===== config.mk =====
export PLATFORM = sky130hd
export DESIGN_NAME = circular_deque_records
export DESIGN_NICKNAME = d
export VERILOG_FILES = /design/src/design/cdr_pkg.sv /design/src/design/cdr_store.sv /design/src/design/circular_deque_records.sv
export SDC_FILE = /design/constraint.sdc
export NUM_CORES = 1
export LEC_CHECK = 0
export BUFFER_PORTS_ARGS = -buffer_cell sky130_fd_sc_hd__buf_4
export CAP_MARGIN = 20
export CORE_MARGIN = 3
export CORE_UTILIZATION = 50
export DETAILED_ROUTE_END_ITERATION = 12
export PLACE_DENSITY = 0.66
export SYNTH_ARGS = -nofsm -noshare
export SYNTH_HDL_FRONTEND = slang
export SYNTH_SLANG_ARGS = --single-unit

===== constraint.sdc =====
create_clock -name clock -period 9.5 [get_ports clock]
set_clock_uncertainty 0.1 [all_clocks]
set_input_delay 0.475 -clock clock [delete_from_list [all_inputs] [get_ports clock]]
set_output_delay 0.475 -clock clock [all_outputs]
set_load 0.02 [all_outputs]

===== src/design/cdr_pkg.sv =====
// cdr_pkg: shared constants and types for the circular record deque
// depends on nothing; imported by cdr_store, circular_deque_records and tb_top

package cdr_pkg;

   localparam int DEPTH     = 16;
   localparam int IDX_W     = $clog2(DEPTH);
   localparam int CNT_W     = $clog2(DEPTH + 1);
   localparam int CAP_W     = 5;
   localparam int CMP_W     = (CNT_W > CAP_W) ? CNT_W : CAP_W;
   localparam int CAP_RESET = (16 > DEPTH) ? DEPTH : 16;
   localparam int ACTION_W  = 3;
   localparam int STATUS_W  = 2;
   localparam int DATA_W    = 16;

   localparam logic [ACTION_W-1:0] ACT_PUSH_FRONT = 3'd0;
   localparam logic [ACTION_W-1:0] ACT_PUSH_REAR  = 3'd1;
   localparam logic [ACTION_W-1:0] ACT_POP_FRONT  = 3'd2;
   localparam logic [ACTION_W-1:0] ACT_POP_REAR   = 3'd3;
   localparam logic [ACTION_W-1:0] ACT_LIST_FWD   = 3'd4;
   localparam logic [ACTION_W-1:0] ACT_LIST_BWD   = 3'd5;

   localparam logic [STATUS_W-1:0] ST_DONE  = 2'd0;
   localparam logic [STATUS_W-1:0] ST_FULL  = 2'd1;
   localparam logic [STATUS_W-1:0] ST_EMPTY = 2'd2;
   localparam logic [STATUS_W-1:0] ST_ENTRY = 2'd3;

   typedef struct packed {
      logic              en;
      logic [IDX_W-1:0]  addr;
      logic [DATA_W-1:0] roll;
      logic [DATA_W-1:0] total;
   } cdr_wr_type;

endpackage


===== src/design/cdr_store.sv =====
// cdr_store: record memory, one write port and one registered read port
// depends on cdr_pkg

module cdr_store (
   input  logic                       clock,
   input  cdr_pkg::cdr_wr_type        wr,
   input  logic [cdr_pkg::IDX_W-1:0]  rd_addr,
   output logic [cdr_pkg::DATA_W-1:0] rd_roll,
   output logic [cdr_pkg::DATA_W-1:0] rd_total
);
   import cdr_pkg::*;

   logic [DATA_W-1:0] roll_mem  [DEPTH];
   logic [DATA_W-1:0] total_mem [DEPTH];

   always_ff @(posedge clock) begin
      if (wr.en) begin
         roll_mem[wr.addr]  <= wr.roll;
         total_mem[wr.addr] <= wr.total;
      end
      rd_roll  <= roll_mem[rd_addr];
      rd_total <= total_mem[rd_addr];
   end

endmodule


===== src/design/circular_deque_records.sv =====
// circular_deque_records: double-ended queue of (roll, total) records in a circular
// store whose size in use is csr_capacity (1..16, clamped; writing it empties the
// queue). One item is worked at a time. A push or pop passes through an execute state
// and then holds its registered result, and the next request is taken once the result
// has transferred. A listing gives one result per stored entry, each going through a
// memory read state, a load state and its transfer before the next entry is read.
// All index moves go through one shared wrap-around step unit.
// depends on cdr_pkg and cdr_store

module circular_deque_records (
   input  logic                         clock,
   input  logic                         reset,
   input  logic                         req_valid,
   output logic                         req_stall,
   input  logic [cdr_pkg::ACTION_W-1:0] req_action,
   input  logic [cdr_pkg::DATA_W-1:0]   req_roll_number,
   input  logic [cdr_pkg::DATA_W-1:0]   req_total_score,
   output logic                         rsp_valid,
   input  logic                         rsp_stall,
   output logic [cdr_pkg::STATUS_W-1:0] rsp_status,
   output logic [cdr_pkg::DATA_W-1:0]   rsp_entry_roll,
   output logic [cdr_pkg::DATA_W-1:0]   rsp_entry_total,
   output logic                         rsp_last,
   input  logic                         csr_valid,
   output logic                         csr_ready,
   input  logic [cdr_pkg::CAP_W-1:0]    csr_capacity
);
   import cdr_pkg::*;

   typedef enum logic [2:0] {S_IDLE, S_EXEC, S_READ, S_LIST, S_DRAIN} state_type;

   state_type          state_ff, state_in;
   logic [CNT_W-1:0]   cap_ff, cap_in;
   logic [CNT_W-1:0]   occ_ff, occ_in;
   logic [IDX_W-1:0]   head_ff, head_in;
   logic [IDX_W-1:0]   tail_ff, tail_in;
   logic [IDX_W-1:0]   cursor_ff, cursor_in;
   logic [CNT_W-1:0]   remain_ff, remain_in;
   logic [ACTION_W-1:0] act_ff, act_in;
   logic [DATA_W-1:0]  roll_ff, roll_in;
   logic [DATA_W-1:0]  total_ff, total_in;
   logic               rsp_valid_ff, rsp_valid_in;
   logic [STATUS_W-1:0] rsp_status_ff, rsp_status_in;
   logic [DATA_W-1:0]  rsp_roll_ff, rsp_roll_in;
   logic [DATA_W-1:0]  rsp_total_ff, rsp_total_in;
   logic               rsp_last_ff, rsp_last_in;

   cdr_wr_type         wr;
   logic [DATA_W-1:0]  rd_roll, rd_total;

   // shared step unit
   logic [IDX_W-1:0]   step_idx, step_out;
   logic               step_up;
   logic [CMP_W-1:0]   cfg_ext;

   logic req_xfer, rsp_xfer, csr_xfer;

   assign csr_ready = (state_ff == S_IDLE);
   assign req_stall = (state_ff != S_IDLE) || rsp_valid_ff || csr_valid;
   assign req_xfer  = req_valid && !req_stall;
   assign rsp_xfer  = rsp_valid_ff && !rsp_stall;
   assign csr_xfer  = csr_valid && csr_ready;

   assign rsp_valid       = rsp_valid_ff;
   assign rsp_status      = rsp_status_ff;
   assign rsp_entry_roll  = rsp_roll_ff;
   assign rsp_entry_total = rsp_total_ff;
   assign rsp_last        = rsp_last_ff;

   cdr_store u_store (
      .clock    (clock),
      .wr       (wr),
      .rd_addr  (cursor_ff),
      .rd_roll  (rd_roll),
      .rd_total (rd_total)
   );

   always_comb begin
      if (step_up) begin
         step_out = ((CNT_W'(step_idx) + CNT_W'(1)) >= cap_ff) ? '0 : step_idx + IDX_W'(1);
      end else begin
         step_out = (step_idx == '0) ? IDX_W'(cap_ff - CNT_W'(1)) : step_idx - IDX_W'(1);
      end
   end

   always_comb begin
      state_in      = state_ff;
      cap_in        = cap_ff;
      occ_in        = occ_ff;
      head_in       = head_ff;
      tail_in       = tail_ff;
      cursor_in     = cursor_ff;
      remain_in     = remain_ff;
      act_in        = act_ff;
      roll_in       = roll_ff;
      total_in      = total_ff;
      rsp_valid_in  = rsp_valid_ff;
      rsp_status_in = rsp_status_ff;
      rsp_roll_in   = rsp_roll_ff;
      rsp_total_in  = rsp_total_ff;
      rsp_last_in   = rsp_last_ff;
      wr            = '0;
      step_idx      = cursor_ff;
      step_up       = 1'b1;
      cfg_ext       = CMP_W'(csr_capacity);

      case (state_ff)
         S_IDLE: begin
            if (csr_xfer) begin
               if (cfg_ext == '0) begin
                  cap_in = CNT_W'(1);
               end else if (cfg_ext > CMP_W'(DEPTH)) begin
                  cap_in = CNT_W'(DEPTH);
               end else begin
                  cap_in = CNT_W'(cfg_ext);
               end
               occ_in  = '0;
               head_in = '0;
               tail_in = '0;
            end
            if (req_xfer) begin
               act_in   = req_action;
               roll_in  = req_roll_number;
               total_in = req_total_score;
               state_in = S_EXEC;
            end
         end
         S_EXEC: begin
            // single-result actions land here by default
            rsp_valid_in  = 1'b1;
            rsp_status_in = ST_DONE;
            rsp_roll_in   = '0;
            rsp_total_in  = '0;
            rsp_last_in   = 1'b1;
            remain_in     = '0;
            state_in      = S_DRAIN;
            case (act_ff)
               ACT_PUSH_FRONT, ACT_PUSH_REAR: begin
                  step_up  = (act_ff == ACT_PUSH_REAR);
                  step_idx = step_up ? tail_ff : head_ff;
                  if (occ_ff >= cap_ff) begin
                     rsp_status_in = ST_FULL;
                  end else begin
                     wr.en    = 1'b1;
                     wr.roll  = roll_ff;
                     wr.total = total_ff;
                     occ_in   = occ_ff + CNT_W'(1);
                     if (occ_ff == '0) begin
                        wr.addr = '0;
                        head_in = '0;
                        tail_in = '0;
                     end else begin
                        wr.addr = step_out;
                        if (step_up) begin
                           tail_in = step_out;
                        end else begin
                           head_in = step_out;
                        end
                     end
                  end
               end
               ACT_POP_FRONT, ACT_POP_REAR: begin
                  step_up  = (act_ff == ACT_POP_FRONT);
                  step_idx = step_up ? head_ff : tail_ff;
                  if (occ_ff == '0) begin
                     rsp_status_in = ST_EMPTY;
                  end else begin
                     occ_in = occ_ff - CNT_W'(1);
                     if (occ_ff == CNT_W'(1)) begin
                        head_in = '0;
                        tail_in = '0;
                     end else if (step_up) begin
                        head_in = step_out;
                     end else begin
                        tail_in = step_out;
                     end
                  end
               end
               ACT_LIST_FWD, ACT_LIST_BWD: begin
                  if (occ_ff == '0) begin
                     rsp_status_in = ST_EMPTY;
                  end else begin
                     rsp_valid_in = 1'b0;
                     cursor_in    = (act_ff == ACT_LIST_FWD) ? head_ff : tail_ff;
                     remain_in    = occ_ff;
                     state_in     = S_READ;
                  end
               end
               default: begin
                  // unused codes give no result
                  rsp_valid_in = 1'b0;
                  state_in     = S_IDLE;
               end
            endcase
         end
         S_READ: begin
            state_in = S_LIST;
         end
         S_LIST: begin
            step_idx      = cursor_ff;
            step_up       = (act_ff == ACT_LIST_FWD);
            cursor_in     = step_out;
            remain_in     = remain_ff - CNT_W'(1);
            rsp_valid_in  = 1'b1;
            rsp_status_in = ST_ENTRY;
            rsp_roll_in   = rd_roll;
            rsp_total_in  = rd_total;
            rsp_last_in   = (remain_ff == CNT_W'(1));
            state_in      = S_DRAIN;
         end
         S_DRAIN: begin
            if (rsp_xfer) begin
               rsp_valid_in = 1'b0;
               state_in     = (remain_ff != '0) ? S_READ : S_IDLE;
            end
         end
         default: begin
            state_in = S_IDLE;
         end
      endcase
   end

   always_ff @(posedge clock) begin
      if (reset) begin
         state_ff     <= S_IDLE;
         cap_ff       <= CNT_W'(CAP_RESET);
         occ_ff       <= '0;
         head_ff      <= '0;
         tail_ff      <= '0;
         remain_ff    <= '0;
         rsp_valid_ff <= 1'b0;
      end else begin
         state_ff     <= state_in;
         cap_ff       <= cap_in;
         occ_ff       <= occ_in;
         head_ff      <= head_in;
         tail_ff      <= tail_in;
         remain_ff    <= remain_in;
         rsp_valid_ff <= rsp_valid_in;
      end
      cursor_ff     <= cursor_in;
      act_ff        <= act_in;
      roll_ff       <= roll_in;
      total_ff      <= total_in;
      rsp_status_ff <= rsp_status_in;
      rsp_roll_ff   <= rsp_roll_in;
      rsp_total_ff  <= rsp_total_in;
      rsp_last_ff   <= rsp_last_in;
   end

   a_occ_bound: assert property (@(posedge clock) disable iff (reset)
      occ_ff <= cap_ff)
      else $error("occupancy above capacity");

   a_empty_ptrs: assert property (@(posedge clock) disable iff (reset)
      occ_ff == '0 |-> head_ff == '0 && tail_ff == '0)
      else $error("empty queue with nonzero pointers");

   a_last_entry: assert property (@(posedge clock) disable iff (reset)
      rsp_valid_ff && rsp_status_ff == ST_ENTRY |-> rsp_last_ff == (remain_ff == '0))
      else $error("listing last flag out of step with remaining count");

   a_req_exec: assert property (@(posedge clock) disable iff (reset)
      req_xfer |=> state_ff == S_EXEC)
      else $error("accepted request not executed");

   a_drain_valid: assert property (@(posedge clock) disable iff (reset)
      state_ff == S_DRAIN |-> rsp_valid_ff)
      else $error("drain state without pending result");

endmodule


### Word-level counts from Yosys, hierarchy flattened

Memories as Yosys holds them, arrays and structs flattened. A register that Yosys moved wholly into a read port is not among the register bits.
Index checks and enable logic that the tools add are counted.

* word-level logic and storage cells: 143
* output and inout port bits: 38
* memories kept: 2
* input port bits: 45
* register bits: 101
* RAM bits: 512

Memories
* u_store.roll_mem: depth 16, width 16, rd ports 1, clocked after Yosys merged registers in 1, write ports 1, line cdr_store.sv:13 `logic [DATA_W-1:0] roll_mem [DEPTH];`
* u_store.total_mem: depth 16, width 16, rd ports 1, clocked after Yosys merged registers in 1, write ports 1, line cdr_store.sv:14 `logic [DATA_W-1:0] total_mem [DEPTH];`

* eq/ne operators: 23
* $lt $le $gt $ge: 3
* add/subtract/negate cells: 7
* multiplexer cells: 63
* reduce and logical (&&, ||, !) cells: 30

Operator list (count)
* two-way mux 37 bit: 3
* two-way mux 4 bit: 23
* one-hot mux 16 bit (2 select lines): 2
* one-hot mux 4 bit (2 select lines): 6
* two-way mux 5 bit: 7
* one-hot mux 5 bit (2 select lines): 3
* inequality test 4 bit (second input constant): 4
* one-hot mux 3 bit (5 select lines): 1
* AND reduction 7 bit: 2
* == test 3 x 2 -> 1 bit (second input constant): 4
* == test 5 x 1 -> 1 bit (second input constant): 2
* greater-or-equal comparator 5 bit: 2
* logical NOT 5 bit: 2
* subtractor 5 x 1 -> 5 bit (second input constant): 2
* == test 3 bit (second input constant): 3
* two-way mux 3 bit: 3
* one-hot mux 1 bit (2 select lines): 4
* one-hot mux 2 bit (2 select lines): 2
* AND reduction 2 bit: 4
* OR reduction 4 bit: 2
* subtractor 4 x 1 -> 4 bit (second input constant): 2
* == test 3 x 1 -> 1 bit (second input constant): 2
* logical NOT 3 bit: 2
* inequality test 2 bit (second input constant): 3
* other kinds (21): 36

### Logic depth before layout (Yosys ltp)

Gate-level depths: netlist of the first run.

* depth in word-level cells: 14
* mapped depth: 19

### Modules after synthesis

A second synthesis of the first run with hierarchy kept.

* cell total of the unflattened synthesis: 1307
* area total of the unflattened synthesis: 24995.2 um2

Modules (own cells, without submodules)
* cdr_store: cells each 838, times used 1, seq. area each 16015.4 um2, area each 19836.5 um2
* circular_deque_records: cells each 469, times used 1, seq. area each 2762.6 um2, area each 5158.7 um2

### Worst setup path after synthesis of the first run

OpenSTA, ideal clock, no wires.

* path type: flip-flop to flip-flop
* from: register act_ff[2]
* to: memory u_store.roll_mem[1][0] (enable)
* library setup time: 0.470 ns
* slack: 3.098 ns
* data arrival time: 5.832 ns
* cell stages (with the launch flop): 18
* required time: 8.930 ns
* buffers on the path: 1
* period minus slack after synthesis: 6.402 ns
* cells stage by stage: edfxtp_1 > inv_1 > ha_1 > buf_2 > nand2b_1 > o2111ai_1 > a31oi_1 > inv_1 > ha_1 > and3_1 > a32o_1 > nand2_1 > mux2i_1 > ha_1 > nor2_1 > a221o_1 > and2_4 > a211oi_1

* longest elaborated chain between the ends: 12
* elaborated cells on any way between the ends: 27

RTL lines
* start: declaration: line circular_deque_records.sv:39 `logic [ACTION_W-1:0] act_ff, act_in;`
* start signal: assignment: line circular_deque_records.sv:242 `act_ff <= act_in;`
* == test 3 x 2 -> 1 bit (tied with other cells): line circular_deque_records.sv:137, circular_deque_records.sv:163
* two-way mux 4 bit (tied with other cells): line circular_deque_records.sv:164 `step_idx = step_up ? head_ff : tail_ff;`
* one-hot mux 4 bit (2 select lines): line circular_deque_records.sv:137 `case (act_ff)`
* two-way mux 4 bit: line circular_deque_records.sv:107 `case (state_ff)`
* adder 4 x 1 -> 5 bit: line circular_deque_records.sv:80 `step_out = ((CNT_W'(step_idx) + CNT_W'(1)) >= cap_ff) ? '0 : step_idx + IDX_W'(1);`
* greater-or-equal comparator 5 bit: line circular_deque_records.sv:80
* two-way mux 4 bit: line circular_deque_records.sv:80
* two-way mux 4 bit: line circular_deque_records.sv:79 `if (step_up) begin`
* two-way mux 4 bit: line circular_deque_records.sv:148 `if (occ_ff == '0) begin`
* two-way mux 37 bit: line circular_deque_records.sv:141 `if (occ_ff >= cap_ff) begin`
* two-way mux 37 bit *: line circular_deque_records.sv:137
* two-way mux 37 bit *: line circular_deque_records.sv:107
* end: declaration: line cdr_store.sv:13

Every way passes the cells marked *; elsewhere a longest branch is shown, timed or not.

### Final worst setup path of the first run

* from: register act_ff[2]
* to: memory u_store.roll_mem[10][15] (enable)

The elaborated chain is that of the path after synthesis.

==> qor.csv, run 1 <==
metric,value,unit
synth_area_per_cell,20.11,um2
max_freq,0.1688,GHz
relSlewSlack,0.3575,
grtUsageTotal,0.1970,
syn_nets,1322,
drt-pass1-iter-count,7,
critPathMaxStageDelay,0.74,ns
ys_seq_area_frac,0.7453,
post_dp_cell_area,26730,um2
ys_seq_elements,645,
antenna_cells,0,
grt_pass1_vias,12790,
insertion_delay,0.59,ns
critPathKind,reg -> reg,
postRouteAntennaNets,0,
ios,83,
ys.flop_type,edfxtp_1,
hold_viol,0,
hp-class,in -> reg,
cp_num_buf_inv,3,
routedWlPerCell,23.85,um
die-area,53120,um2
netlist_instances,1253,
setup_tns,0,ns
final_area,29330,um2
cp_slowest_cell,nor3_4,
combinationalPowerShare,0.063,
clk_pin_slew_worst_paths,0.06,ns
yosys.area.top_type,edfxtp_1,
start_util,0.5105,
drc,0,
grt_max_degree,131,
finalSetupViolations,0,
drv_cap,0,
cp.required,9.65,ns
grt_antenna_before_repair,1,
io_buffers,82,
drv_slew,0,
cts_resized,0,
p_seq_frac,0.511,
p_sw,0.001328,W
irDropWorstVdd,0.1555,mV
die_x,230.5,um
ys.warnings.count,0,
power_density,211.1,nW/um2
fin_crit,5.926,ns
final_nets,1475,
finalCoreUtilization,0.5943,
netlist_area,25190,um2
clockBufferDepth,3,
hpwl,27800,um
synth_edf_count,586,
ys_top_cells_by_area,"edfxtp_1, mux4_2, dfxtp_1",
finalPower,0.006191,W
period_share,0.6238,
vias_per_cell,5.795,
clockPowerShare,0.426,
crit_top_cell,ha_1,
clock-root-buffer,clkbuf_16,
worst_pin_slew,0.9637,ns
wl,50680,um
p_int,0.004863,W
cp.arrival,6.07,ns
drt_iter0_markers,1004,
die_h,230.5,um
synth_async_sr_flop_share,0,
p_sw_frac,0.2145,
status,"finished, final reports clean",
fp.coreArea,49360,um2
ys_top_cells_by_count,"edfxtp_1, mux4_2, dfxtp_1",
path_cells,inv_1 -> ha_1 -> and3b_2 -> o2111ai_1 -> a31oi_1 -> inv_1 -> ha_1 -> and3_1 -> a32o_1 -> nand2_1 -> mux2i_1 -> ha_1 -> nor2_1 -> a221o_1 -> nand2b_4 -> nor3_4 -> buf_4,
crit_family,simple AND/OR/NAND/NOR gates,
drive_above_1_share,0.2882,
cts_buffers,67,
num_vias,12320,
h-tree-depth,3,
fillCellCount,3627,
synth.distinct_cells,72,
grt_first_pass_wirelength,78420,um
overflow,0,
cp_max_fo,19,
tritoncts,done,
num_rows,81,
rsz0062_at_grt,false,
synth_most_common_cell,edfxtp_1,
synth_top_area_frac,0.6985,
syn2layout_area_growth,16.42,%
gp_congestion,0.8560,
cts.sinks,645,
leakagePower,9.583,nW
crit_path_end_kind,flop,
startpoint_type,flop,
layer usage:
layer  vias up  wire length (um)  global-route usage
met1      6425             21980              0.2787
met3        87              2788             0.03912
met4         2              1176             0.05144
li1       5460                 -                   -
met2       341             24720              0.3185
met5         -                13                   0
sequential cells by signal, summed over array words and instances (netlist names), 5 cells and up:
register / cells
total_ff: 16
rsp_entry_roll: 16
u_store.rd_roll: 16
cap_ff: 5
remain_ff: 5
u_store.total_mem: 256
occ_ff: 5
u_store.roll_mem: 256
roll_ff: 16
u_store.rd_total: 16
rsp_entry_total: 16
layout by cell type (no fill, tap or decap), types with 3 or more instances in the layout:
cell type | netlist | layout
o21a_1 | 7 | 7
clkbuf_1 | 38 | 13
or2_2 | 3 | 3
a21oi_1 | 36 | 36
nand2_1 | 31 | 31
clkinv_8 | 0 | 3
o2111ai_1 | 3 | 3
a21o_1 | 3 | 3
o21ai_0 | 19 | 19
edfxtp_1 | 586 | 586
a211o_1 | 3 | 3
nand3_1 | 12 | 12
o211ai_1 | 6 | 6
clkinv_2 | 0 | 16
xnor2_1 | 3 | 3
xor2_1 | 5 | 5
clkinv_1 | 1 | 9
ha_1 | 24 | 24
inv_1 | 20 | 19
a211oi_4 | 0 | 3
nor3b_1 | 3 | 3
buf_4 | 0 | 110
dfxtp_1 | 59 | 58
nand4_1 | 7 | 7
clkbuf_16 | 0 | 70
nand2b_1 | 9 | 9
dlygate4sd3_1 | 0 | 35
or3_1 | 3 | 3
and3_1 | 34 | 34
o31ai_1 | 3 | 3
nor3_2 | 2 | 11
nor3_1 | 25 | 14
mux2i_1 | 8 | 8
a31oi_1 | 6 | 6
and2_1 | 36 | 36
nor2_1 | 22 | 21
o211ai_2 | 3 | 3
mux4_2 | 160 | 160
bufinv_16 | 0 | 8
through the flow:
stage	setup WS, ns	hold WS, ns	cells
after global placement	3.808	0.3661	1966
final	3.574	0.05170	2125
after CTS	3.581	0.01908	2125
after global routing	3.175	0.04554	2125
after detailed placement	3.596	0.3842	1966
after floorplan	3.098	0.3493	1253
final cells by class:
type,count,area (um2),share of cell area
Clock inverter,40,439.2,0.01497
Tap cell,664,830.8,0.02833
Timing Repair Buffer,146,1196,0.04078
Clock buffer,84,1814,0.06185
Inverter,22,83.83,0.002858
Sequential cell,645,18780,0.6403
Multi-Input combinational cell,524,6187,0.2109
repair_timing:
item,CTS,global route
setup endpoints to repair,0,0
hold buffers,35,0
hold endpoints to repair,35,0
buffers inserted,0,0
power groups by stage:
stage | Combinational [W] | Clock [W] | Sequential, W
3_5_place_dp | 0.000382 | 0 | 0.00322
6_report | 0.000393 | 0.00264 | 0.00316
2_1_floorplan | 0.000222 | 0 | 0.00324
4_1_cts | 0.000395 | 0.00270 | 0.00316
5_1_grt | 0.000429 | 0.00282 | 0.00317
3_3_place_gp | 0.000377 | 0 | 0.00322
worst paths after layout:
check	startpoint	endpoint	slack, ns	cells past startpoint
worst max-delay path	act_ff[2]	u_store.roll_mem[10][15]	3.57	17
worst min-delay path	csr_capacity[4]	cap_ff[4]	0.05	2
worst max register to register	act_ff[2]	u_store.roll_mem[10][15]	3.57	17
worst min register to register	remain_ff[4]	remain_ff[4]	0.39	2
kinds of logic after synthesis:
family	after synthesis	synth area share
simple gates	209	0.04837
fa+ha+maj	24	0.01192
xor+xnor	8	0.002781
mux	170	0.1472
flops	645	0.7453
buf+inv	84	0.01341
compound gates	113	0.03094
worst register-to-register path, cell delays in order, from the launching register on:
cell       delay [ns]
edfxtp_1         0.54
inv_1            0.20
ha_1             0.56
and3b_2          0.30
o2111ai_1        0.13
a31oi_1          0.42
inv_1            0.09
ha_1             0.26
and3_1           0.16
a32o_1           0.27
nand2_1          0.14
mux2i_1          0.26
ha_1             0.20
nor2_1           0.05
a221o_1          0.46
nand2b_4         0.23
nor3_4           0.74
buf_4            0.48
(Power assumes the default switching activity.)
==> run 2, diff against run 1 <==
--- a/config.mk
+++ b/config.mk
@@ -5,12 +5,13 @@
 export SDC_FILE = /design/constraint.sdc
 export NUM_CORES = 1
 export LEC_CHECK = 0
+export ABC_AREA = 1
 export BUFFER_PORTS_ARGS = -buffer_cell sky130_fd_sc_hd__buf_4
 export CAP_MARGIN = 20
 export CORE_MARGIN = 3
 export CORE_UTILIZATION = 50
 export DETAILED_ROUTE_END_ITERATION = 12
-export PLACE_DENSITY = 0.66
+export PLACE_DENSITY = 0.69
 export SYNTH_ARGS = -nofsm -noshare
 export SYNTH_HDL_FRONTEND = slang
 export SYNTH_SLANG_ARGS = --single-unit
==> constraint.sdc (replaced) <==
create_clock -name clock -period 5.25 [get_ports clock]
set_clock_uncertainty 0.1 [all_clocks]
set_input_delay 0.2625 -clock clock [delete_from_list [all_inputs] [get_ports clock]]
set_output_delay 0.2625 -clock clock [all_outputs]
set_load 0.02 [all_outputs]
==> run 2 against run 1 <==
Compared with the run above:
- sequential power up 84%
- sequential cell count unchanged
- register-to-register slack worse by 3.2 ns
- synthesized cell count up 58%
- cell area up 5.1%
- setup slack worse by 3.2 ns
- critical endpoint is now u_store.roll_mem[1][15]
- largest power group unchanged
==> qor.csv, run 2 <==
metric,value,unit,change
relSlewSlack,0.2056,,-0.1520
critPathMaxStageDelay,0.50,ns,-0.24 ns
final_nets,2212,,+50%
hold_viol,0,,unchanged
hpwl,35210,um,+27%
h-tree-depth,3,,unchanged
register_area,18780,um2,about the same
layout_commonest_cell,edfxtp_1,,
wl,59900,um,+18%
grt_max_degree,216,,+65%
layout_common_cells,"edfxtp_1, inv_1, o21ai_0",,
ys_seq_area_frac,0.7173,,-0.02807
antenna_cells,0,,unchanged
grtUsageTotal,0.2147,,+0.01772
worst_pin_slew,1.192,ns,+0.2279 ns
synth_most_common_cell,edfxtp_1,,
cp.arrival,5.05,ns,-1.02 ns
ios,83,,unchanged
fillCellCount,3969,,+9.4%
synth_async_sr_flop_share,0,,unchanged
grt_pass1_vias,15720,,+23%
insertion_delay,0.59,ns,about the same
cts_buffers,66,,-1.5%
critPathKind,reg -> reg,,
path_cells,inv_2 -> ha_2 -> nand2_2 -> nand2_4 -> nand3_1 -> o21ai_2 -> inv_2 -> ha_1 -> or2_1 -> nand2_1 -> inv_1 -> ha_1 -> a21oi_1 -> o221ai_1 -> a21oi_1 -> inv_1 -> o21ai_1 -> nand2_1 -> inv_2 -> nand3_1 -> nor2_4 -> buf_4,,
leakagePower,11.42,nW,+19%
synth_top_area_frac,0.6721,,-0.02630
fin_crit,4.896,ns,-1.030 ns
finalSetupViolations,0,,unchanged
grt_first_pass_wirelength,91460,um,+17%
routedWlPerCell,20.84,um,-13%
drv_cap,0,,unchanged
rsz0062_at_grt,false,,
syn_nets,2047,,+55%
power_density,382.2,nW/um2,+81%
reg_top3,"u_store.roll_mem: 256 flops, u_store.total_mem: 256 flops",,
ys_top_cells_by_area,"edfxtp_1, mux2i_1, dfxtp_1",,
cp_max_fo,22,,+3
cp.required,5.40,ns,-4.25 ns
die-area,55140,um2,+3.8%
max_freq,0.2043,GHz,+21%
fp.coreArea,51510,um2,+4.4%
netlist_area,26180,um2,+3.9%
fin_ws,0.3542,ns,-3.220 ns
cp_slowest_cell,edfxtp_1,,
hp-class,in -> reg,,
drc,0,,unchanged
post-place-ws,0.2136,ns,-3.383 ns
vias_per_cell,5.537,,-4.5%
drv_slew,0,,unchanged
synth_edf_count,586,,unchanged
irDropWorstVdd,0.2472,mV,+59%
netlist_instances,1978,,+58%
start_util,0.5083,,-0.002198
die_h,234.8,um,+1.9%
period_share,0.9325,,+0.3088
drt_iter0_markers,1438,,+43%
synth.distinct_cells,40,,-44%
ys.warnings.count,0,,unchanged
yosys.area.top_type,edfxtp_1,,
grt_antenna_before_repair,0,,-1
die_x,234.8,um,+1.9%
clk_pin_slew_worst_paths,0.06,ns,about the same
clockBufferDepth,3,,unchanged
drt-pass1-iter-count,6,,-1
ys_seq_elements,645,,unchanged
synth_area_per_cell,13.24,um2,-34%
cts.sinks,645,,unchanged
gp_congestion,0.8471,,-1.0%
ys_top_cells_by_count,"edfxtp_1, inv_1, o21ai_0",,
startpoint_type,flop,,
io_buffers,82,,unchanged
syn2layout_area_growth,17.74,%,
drive_above_1_share,0.1500,,-0.1382
multi_input_area,6111,um2,-1.2%
clock-root-buffer,clkbuf_16,,
tritoncts,done,,
num_rows,83,,+2.5%
ys.flop_type,edfxtp_1,,
setup_tns,0,ns,unchanged
crit_path_end_kind,flop,,
crit_top_cell,inv_2,,
finalCoreUtilization,0.5984,,+0.004160
postRouteAntennaNets,0,,unchanged
status,"finished, final reports clean",,
overflow,0,,unchanged
num_vias,15910,,+29%
-- run 2: cell types whose count changed after synthesis, sizes merged, moves of 119 or more --
cell and delta:
o211ai +123, mux4 -160, inv +250, a21oi +119
o21ai +178, mux2i +120
-- run 2: cells by family after synthesis --
group | count (synthesis) | share of synthesized area
buffers and inverters | 373 | 0.05439
AO/OA/AOI/OAI | 503 | 0.1118
flip-flops | 645 | 0.7173
AND/OR/NAND/NOR | 299 | 0.05410
XOR/XNOR | 6 | 0.002008
multiplexers | 128 | 0.04894
adder cells (fa/ha/maj) | 24 | 0.01147
-- run 2: worst max-delay path: cells and delay by family (launching register included) --
kind,cells,cell delay [ns]
adder cells (fa/ha/maj),3,0.84
AND/OR/NAND/NOR,8,1.44
AO/OA/AOI/OAI,5,0.76
flip-flops,1,0.50
buffers and inverters,6,0.91
-- run 2: layout make-up --
cell class                 instances  share of cell area
timing repair buffer             198             0.05796
clock buffer                      80             0.05727
sequential                       645              0.6092
tap                              680             0.02760
multi-input combinational        960              0.1982
inverter                         272             0.03316
clock inverter                    39             0.01656
-- run 2: stage by stage --
step	total power, W	cells	instance area (um2)	hold WS (ns)
detailed placement	0.006957	2694	27930	0.3418
global placement	0.006934	2691	27900	0.3403
floorplan	0.006576	1978	26180	0.2614
CTS	0.01186	2859	30670	0.001495
finish	0.01178	2874	30820	0.03447
global route	0.01217	2874	30820	0.03770
-- run 2: repair_timing --
| action | in CTS | in global routing |
|---|---|---|
| buffers inserted | 0 | 4 |
| hold buffers | 46 | 0 |
| endpoints found under the setup margin | 0 | 91 |
| gates resized for setup | 0 | 1 |
| endpoints found under the hold margin | 48 | 0 |
-- run 2: worst paths after layout --
kind	cells past startpoint	to	slack (ns)	start
setup / recovery	22	u_store.roll_mem[1][15]	0.35	act_ff[2]
hold reg to reg	2	head_ff[1]	0.41	head_ff[1]
hold / removal	4	occ_ff[2]	0.03	csr_valid
setup reg to reg	22	u_store.roll_mem[1][15]	0.35	act_ff[2]
-- run 2: layer usage --
| layer | up-vias | GRT usage | share of wire | wire, um |
|---|---|---|---|---|
| met2 | 482 | 0.3587 | 0.49 | 29460 |
| met5 | - | 0 | 0 | 0 |
| met3 | 112 | 0.03474 | 0.053 | 3178 |
| li1 | 7474 | - | - | - |
| met4 | 0 | 0.08069 | 0.031 | 1872 |
| met1 | 7845 | 0.2852 | 0.42 | 25380 |
-- run 2: power by group --
| part | switching (W) | internal (W) | total, W | leakage [nW] |
|---|---|---|---|---|
| logic | 0.000712 | 0.000342 | 0.00105 | 5.03 |
| registers | 0.0000665 | 0.00576 | 0.00583 | 5.28 |
| clock network | 0.00191 | 0.00299 | 0.00490 | 1.12 |
| total | 0.00269 | 0.00909 | 0.0118 | 11.4 |
==> run 3, diff against run 2 <==
--- a/config.mk
+++ b/config.mk
@@ -8,10 +8,12 @@
 export ABC_AREA = 1
 export BUFFER_PORTS_ARGS = -buffer_cell sky130_fd_sc_hd__buf_4
 export CAP_MARGIN = 20
+export CELL_PAD_IN_SITES_DETAIL_PLACEMENT = 1
+export CELL_PAD_IN_SITES_GLOBAL_PLACEMENT = 2
 export CORE_MARGIN = 3
-export CORE_UTILIZATION = 50
+export CORE_UTILIZATION = 40
 export DETAILED_ROUTE_END_ITERATION = 12
-export PLACE_DENSITY = 0.69
+export PLACE_DENSITY_LB_ADDON = 0.1
 export SYNTH_ARGS = -nofsm -noshare
 export SYNTH_HDL_FRONTEND = slang
 export SYNTH_SLANG_ARGS = --single-unit
==> run 3 against run 2 <==
Compared with the run above:
- cell count up 6.7%
- clock power is 3% higher
- register-to-register slack gained 0.07 ns
- total power up 1.5%
- setup slack better by 0.069 ns
- global-route usage decreased by 0.90 points
- cell area is 1.0% higher
- critical path type unchanged
==> qor.csv, run 3 (synthesis gave the netlist of run 2 again) <==
metric,value,unit,change
hp-class,in -> reg,,
fin_ws,0.4236,ns,+0.06943 ns
path_cells,inv_2 -> ha_1 -> nand2_2 -> nand2_4 -> nand3_1 -> o21ai_2 -> inv_2 -> ha_1 -> or2_1 -> nand2_1 -> inv_1 -> ha_1 -> a21oi_1 -> o221ai_1 -> a21oi_1 -> inv_1 -> o21ai_1 -> nand2_1 -> inv_2 -> nand2_1 -> nor2_4 -> buf_12,,
cp.arrival,5.00,ns,-0.05 ns
irDropWorstVdd,0.2383,mV,-3.6%
relSlewSlack,0.2948,,+0.08923
layout_commonest_cell,edfxtp_1,,
die_x,261.8,um,+12%
status,"finished, final reports clean",,
cts_setup_buffers,0,,unchanged
overflow,0,,unchanged
insertion_delay,0.62,ns,+0.03 ns
placedCellCount,2879,,+6.9%
finalSetupViolations,0,,unchanged
rr_endpoint,u_store.roll_mem[3][13],,
drc,0,,unchanged
die_h,261.8,um,+12%
drt-pass1-iter-count,5,,-1
h-tree-depth,3,,unchanged
post-place-ws,0.2755,ns,+0.06198 ns
register_area,18780,um2,unchanged
clockBufferDepth,3,,unchanged
reg2reg_depth,22,,unchanged
antenna_cells,0,,unchanged
hold_viol,0,,unchanged
critPathKind,reg -> reg,,
final_nets,2219,,+0.32%
clk_pin_slew_worst_paths,0.05,ns,about the same
cp_max_fo,32,,+45%
routedWlPerCell,22.81,um,+9.4%
reg2reg_from,act_ff[2],,
hpwl,41940,um,+19%
fp.coreArea,64580,um2,+25%
startpoint_type,flop,,
ios,83,,unchanged
wl,69930,um,+17%
cts_buffers,73,,+11%
finalNonFillerCells,3066,,+6.7%
cp_slowest_cell,edfxtp_1,,
r2r_slack,0.42,ns,+0.07 ns
clock-root-buffer,clkbuf_16,,
grt_pass1_vias,16670,,+6.1%
wl_met3,2332,um,-27%
rsz0062_at_grt,false,,
cp.required,5.43,ns,+0.03 ns
worst_pin_slew,1.058,ns,-0.1338 ns
fin_crit,4.826,ns,-0.06943 ns
die-area,68550,um2,+24%
fillCellCount,6505,,+64%
syn2layout_area_growth,18.94,%,
drt_iter0_markers,1072,,-25%
min_from,csr_valid,,
max_freq,0.2072,GHz,+1.4%
drive_above_1_share,0.1493,,-0.0007007
top_layer_used,met4,,
num_vias,15920,,+0.038%
cts.sinks,645,,unchanged
num_rows,93,,+12%
layout_common_cells,"edfxtp_1, inv_1, o21ai_0",,
drv_cap,0,,unchanged
vias_per_cell,5.192,,-6.2%
grt_antenna_before_repair,0,,unchanged
dr_wl_met2,34950,um,+19%
reg_top3,"u_store.roll_mem: 256 flops, u_store.total_mem: 256 flops",,
drv_slew,0,,unchanged
grt_max_degree,165,,-24%
gp_congestion,0.7604,,-10%
io_buffers,82,,unchanged
period_share,0.9193,,-0.01322
postRouteAntennaNets,0,,unchanged
power_density,384.0,nW/um2,+0.48%
grtUsageTotal,0.2057,,-0.008961
holdPathStages,4,,unchanged
whs_endpoint,occ_ff[4],,
setup_tns,0,ns,unchanged
leakagePower,11.46,nW,+0.33%
critPathMaxStageDelay,0.51,ns,about the same
multi_input_area,6116,um2,about the same
crit_path_end_kind,flop,,
wl_met1,30850,um,+22%
start_util,0.4054,,-0.1029
grt_first_pass_wirelength,104300,um,+14%
tritoncts,done,,
run 3: changes by cell type in the layout (fill, tap and decap cells not counted), sizes merged:
cell | previous run | this run
clkbuf | 80 | 108
buf | 152 | 153
clkinvlp | 2 | 0
bufinv | 12 | 4
dlygate4sd3 | 46 | 45
inv | 273 | 272
run 3: layer usage:
metal,track usage,up-vias
li1,-,7499
met1,0.2677,8059
met2,0.3564,257
met3,0.03354,104
met4,0.05805,0
met5,0,-
run 3: cell type report:
cell class	count	share of cell area
Clock buffer	108	0.06782
Inverter	272	0.03295
Clock inverter	28	0.008799
Multi-Input combinational cell	960	0.1964
Tap cell	855	0.03435
Sequential cell	645	0.6030
Timing Repair Buffer	198	0.05665
run 3: how the worst max path moves through the flow:
stage	from	endpoint	slack, ns
global placement	act_ff[2]	u_store.total_mem[0][0]	0.32
floorplan	act_ff[2]	u_store.roll_mem[12][0]	0.12
global route	act_ff[2]	u_store.roll_mem[13][3]	0.04
finish	act_ff[2]	u_store.roll_mem[3][13]	0.42
CTS	act_ff[2]	u_store.roll_mem[13][3]	0.25
detailed placement	act_ff[2]	u_store.total_mem[13][0]	0.28
run 3: critical path: cells and delay by family, from the launching register on:
kind / cells / cell delay, ns
AO/OA/AOI/OAI: 5 / 0.85
adder cells (fa/ha/maj): 3 / 0.86
buffers and inverters: 6 / 0.79
flip-flops: 1 / 0.51
AND/OR/NAND/NOR: 8 / 1.35
run 3: timing repair:
item                                    in CTS  in global routing
resized for setup                            0                  5
endpoints found under the hold margin       48                  0
hold buffers                                45                  0
endpoints found under the setup margin       0                153
run 3: report_power, final:
| part | internal [W] | switching (W) | total, W |
|---|---|---|---|
| registers | 0.00576 | 0.0000649 | 0.00583 |
| clock network | 0.00300 | 0.00204 | 0.00504 |
| logic | 0.000345 | 0.000748 | 0.00109 |
| total | 0.00910 | 0.00286 | 0.0120 |
run 3: metrics by stage:
| step | power (W) | utilization | instance area [um2] | hold WS (ns) |
|---|---|---|---|---|
| after floorplan | 0.006576 | - | 26180 | 0.2614 |
| after global placement | 0.006985 | 0.4366 | 28200 | 0.3408 |
| after detailed placement | 0.007015 | 0.4373 | 28240 | 0.3418 |
| after CTS | 0.01209 | 0.4812 | 31070 | 0.007661 |
| after global routing | 0.01243 | 0.4822 | 31140 | 0.05708 |
| final | 0.01196 | 0.4822 | 31140 | 0.03203 |
